--- src/hdl/prc_pkg.sv ---
package prc_pkg;

  localparam int ITERATIONS_DEF   = 16;
  localparam int SAMPLE_WIDTH_DEF = 16;

  // angle input, Q3.13 radians
  localparam int ANGLE_W = 16;
  localparam logic signed [ANGLE_W-1:0] ANGLE_PI      = 16'sd25736;
  localparam logic signed [ANGLE_W-1:0] ANGLE_HALF_PI = 16'sd12868;
  // angle accumulator counts 2^-20 rad: rotor_angle * 128
  localparam int ANGLE_SHIFT = 7;
  localparam int Z_W         = 24;

  // cos/sin datapath, units of 2^-24
  localparam int TRIG_FRAC  = 24;
  localparam int TRIG_W     = 27;
  localparam int TABLE_STEPS = 24;

  localparam logic signed [Z_W-1:0] ATAN_TABLE [TABLE_STEPS] = '{
    24'sd823550, 24'sd486170, 24'sd256879, 24'sd130396,
    24'sd65451,  24'sd32757,  24'sd16383,  24'sd8192,
    24'sd4096,   24'sd2048,   24'sd1024,   24'sd512,
    24'sd256,    24'sd128,    24'sd64,     24'sd32,
    24'sd16,     24'sd8,      24'sd4,      24'sd2,
    24'sd1,      24'sd0,      24'sd0,      24'sd0
  };

  typedef struct packed {
    logic signed [TRIG_W-1:0] x;
    logic signed [TRIG_W-1:0] y;
    logic signed [Z_W-1:0]    z;
    logic signed [Z_W-1:0]    target;
  } cordic_t;

  // CORDIC gain K * 2^24 for the given step count
  function automatic logic signed [TRIG_W-1:0] cordic_gain(input int steps);
    logic signed [TRIG_W-1:0] g;
    if (steps <= 8)       g = 27'sd10188117;
    else if (steps == 9)  g = 27'sd10188040;
    else if (steps == 10) g = 27'sd10188020;
    else if (steps == 11) g = 27'sd10188015;
    else                  g = 27'sd10188014;
    return g;
  endfunction

endpackage

--- src/hdl/prc_cordic_stage.sv ---
module prc_cordic_stage
  import prc_pkg::*;
#(
  parameter int STEP = 0
) (
  input  logic    clk,
  input  cordic_t d,
  output cordic_t q
);

  logic signed [TRIG_W-1:0] xs;
  logic signed [TRIG_W-1:0] ys;
  logic signed [TRIG_W-1:0] dx;
  logic signed [TRIG_W-1:0] dy;
  logic signed [Z_W-1:0]    zs;
  logic signed [Z_W-1:0]    ts;
  cordic_t                  q_next;

  always_comb begin
    xs = d.x;
    ys = d.y;
    zs = d.z;
    ts = d.target;
    // arithmetic shift: floor rounding
    dx = ys >>> STEP;
    dy = xs >>> STEP;
    q_next.target = ts;
    if (zs < ts) begin
      q_next.z = zs + ATAN_TABLE[STEP];
      q_next.x = xs - dx;
      q_next.y = ys + dy;
    end else begin
      q_next.z = zs - ATAN_TABLE[STEP];
      q_next.x = xs + dx;
      q_next.y = ys - dy;
    end
  end

  always_ff @(posedge clk) begin
    q <= q_next;
  end

endmodule

--- config.mk ---
export PLATFORM = sky130hd
export DESIGN_NAME = prc_cordic_stage
export DESIGN_NICKNAME = d
export VERILOG_FILES = /design/src/hdl/prc_pkg.sv /design/src/hdl/prc_cordic_stage.sv
export SDC_FILE = /design/constraint.sdc
export NUM_CORES = 1
export LEC_CHECK = 0
export BUFFER_PORTS_ARGS = -buffer_cell sky130_fd_sc_hd__buf_2
export CAP_MARGIN = 20
export CORE_ASPECT_RATIO = 0.5
export CORE_MARGIN = 2
export CORE_UTILIZATION = 30
export CTS_CLUSTER_DIAMETER = 100
export DETAILED_ROUTE_END_ITERATION = 12
export GPL_TIMING_DRIVEN = 0
export PLACE_DENSITY = 0.47
export SLEW_MARGIN = 40
export SYNTH_ARGS = -nofsm -noshare
export SYNTH_HDL_FRONTEND = slang
export SYNTH_SLANG_ARGS = --single-unit
--- constraint.sdc ---
create_clock -name clk -period 8.35 [get_ports clk]
set_clock_uncertainty 0.1 [all_clocks]
set_input_delay 0.835 -clock clk [delete_from_list [all_inputs] [get_ports clk]]
set_output_delay 0.835 -clock clk [all_outputs]
set_load 0.005 [all_outputs]
==> impl_metrics.ini <==
[floorplan]
core_area_mm2 = 0.02654
io_pins = 205
die_w_um = 236.9
die_area_mm2 = 0.02853
num_rows = 42
dieHeight_um = 120.4
start_util = 0.3066

[global_route]
antenna_found_initial = 0
grt_first_pass_wirelength_mm = 43.23
grt.overflow.total = 0
grt_pass1_vias = 7946
grt_usage = 0.1963
grt_max_degree = 19

[synth]
ys.flop_type = dfxtp_1
postSynthAreaPerCell_um2 = 7.868
ys.warnings.count = 0
ys_async_sr_fraction = 0
ys_ff_latch = 101
syn_inst = 1034
synth_nets = 1251
synth_area_mm2 = 0.008135
ys_seq_area_frac = 0.2485
synthDistinctLibCells = 70
synth_edf_count = 0

[finish]
drive_above_1_share = 0.1992
final_net_count = 1468
largest_reg_flops = 101
top_regs = q x101
regMostFlops = q
area_growth_pct = 22.15
fin_util = 0.3744
n_antenna_cell = 0
fillers = 2809

[clock_tree]
cts.path.max_buffers = 2
clk_pin_slew_ps = 80
cts.sinks = 101
postCtsHoldBufs = 0
cts_resized = 0
cts_buffers = 9
postCtsSetupRepairBufs = 0
cts_root_buf = clkbuf_16
cts_tree = built
h-tree-depth = 3

[timing]
rsz0062_at_grt = no
tns_ps = 0
relSlewSlack = 0.3892
worst_pin_slew_ps = 913.9
setup_viol = 0
drv_slew = 0
fin_crit_sh = 0.7354
finalHoldViolations = 0
max_freq_mhz = 162.9
period_needed_ps = 6140

[setup_path]
critical_path.most_common_cell = buf_2
slowest_delay_ps = 540
startpoint_type = input pin
crit_family = compound AO/OA/AOI/OAI gates
cp.depth = 25
path_buf_inv = 6
endpoint_kind = flop
path_max_fanout = 18
slowest_stage = buf_2
worst-setup-path-type = input pin to flop
critPathRequiredTime_ps = 8550
arrival_ps = 6340

[placement]
routabilityCongestion = 0.9053
dp_hpwl_mm = 22.72
port_buffers = 204

[drt]
vias_per_cell = 5.060
wl_met2_mm = 12.95
wirelength_mm = 28.24
wl_met3_mm = 1.244
dr.pass1.iters = 5
drc = 0
wl_met1_mm = 13.60
highest_layer = met4
wl_per_cell_um = 17.57
drtIter0Drc = 604
ant_nets = 0
num_vias = 8132

[hold_path]
hold_path_depth = 1
hp-class = input pin to flop

[outcome]
outcome = completed

[pwr]
p_leak_nw = 4.928
power_mw = 1.949
pwr_density_cell_mw_per_mm2 = 196.2
ir_worst_vdd_mv = 0.1066

[job]
cap_viol_max_count = 0
## through the flow
step	instance area [um^2]	hold WS (ps)	setup slack, ps	cells
after floorplan	8135	762.7	3312	1034
after global placement	9597	847.7	1691	1590
after detailed placement	9607	852.7	1820	1591
after CTS	9926	444.3	2203	1606
after global routing	9937	439.1	1862	1607
final	9937	463.6	2210	1607
## cell usage after synthesis (all sizes together), types with 6 or more instances
| library cell | count | area share |
|---|---|---|
| ha | 111 | 0.17 |
| and2 | 6 | 0.0046 |
| nor2b | 7 | 0.0054 |
| nor4 | 9 | 0.0077 |
| buf | 21 | 0.013 |
| o21ai | 56 | 0.034 |
| o31ai | 12 | 0.012 |
| a21o | 43 | 0.040 |
| xnor2 | 60 | 0.065 |
| a31oi | 9 | 0.0069 |
| nand2 | 55 | 0.026 |
| nor2 | 86 | 0.040 |
| xor2 | 13 | 0.014 |
| and3 | 8 | 0.0062 |
| nand4 | 9 | 0.0069 |
| a211oi | 11 | 0.010 |
| or3 | 10 | 0.0077 |
| clkbuf | 28 | 0.013 |
| inv | 108 | 0.050 |
| nand2b | 10 | 0.0077 |
| o211ai | 6 | 0.0055 |
| a21oi | 113 | 0.071 |
| nand3 | 20 | 0.012 |
| mux2i | 15 | 0.018 |
| nor3 | 25 | 0.015 |
| dfxtp | 101 | 0.25 |
| o21bai | 19 | 0.018 |
## routing by layer
layer,vias up,GRT usage
li1,4029,-
met1,3885,0.2639
met2,185,0.3252
met3,33,0.03767
met4,0,0.04668
met5,-,0
## cells by family (layout without fill, tap and decap cells)
family	after synthesis	after routing	synth area share
AOI/OAI and AO/OA	320	320	0.2541
xor gates and xnor gates	73	73	0.07859
adders and majority gates	114	114	0.1781
buffers and inverters	158	379	0.07582
DFF	101	101	0.2485
muxes	15	15	0.01846
and+or+nand+nor	253	253	0.1464
## cell usage in the layout, fill, tap and decap left out, types with 4 or more instances in the layout
master,synthesis,final
o211ai_1,6,6
nand3_1,20,20
a221o_1,4,4
o21ai_1,6,6
buf_2,10,216
a21oi_1,110,110
nor2_1,86,86
o21bai_1,19,19
xnor2_1,60,60
buf_1,9,7
a21o_1,43,43
nor3_1,25,25
inv_1,106,106
a31oi_1,9,9
nand2_1,54,54
o31ai_1,11,11
nand2b_1,10,10
nand4_1,9,9
o31a_1,5,5
clkbuf_1,28,28
xor2_1,13,13
or3_1,10,10
o21a_1,5,5
and2_1,6,6
nor2b_1,7,7
a211oi_1,11,11
nor4_1,8,8
clkbuf_16,0,9
o21ai_0,50,50
mux2i_1,15,15
ha_1,111,111
and3_1,8,8
dfxtp_1,101,101
## path summary, 6_finish.rpt
path,slack [ps],from,endpoint
setup / recovery,2210,d[23],q[41]
hold / removal,460,d[8],q[8]
## final cells by class
cell class,count,area [um^2],area share
inverter,109,409.1,0.04117
sequential,101,2022,0.2035
buffer,49,210.2,0.02115
multi-input combinational,775,5497,0.5531
tap,352,440.4,0.04432
clock inverter,6,93.84,0.009443
clock buffer,9,225.2,0.02266
timing repair buffer,206,1040,0.1046
## report_power, final
group / internal, mW / switching (mW)
Combinational: 0.343 / 0.495
Clock: 0.264 / 0.206
Sequential: 0.610 / 0.0320
Total: 1.22 / 0.733
Power figures use the tool's default switching activity.
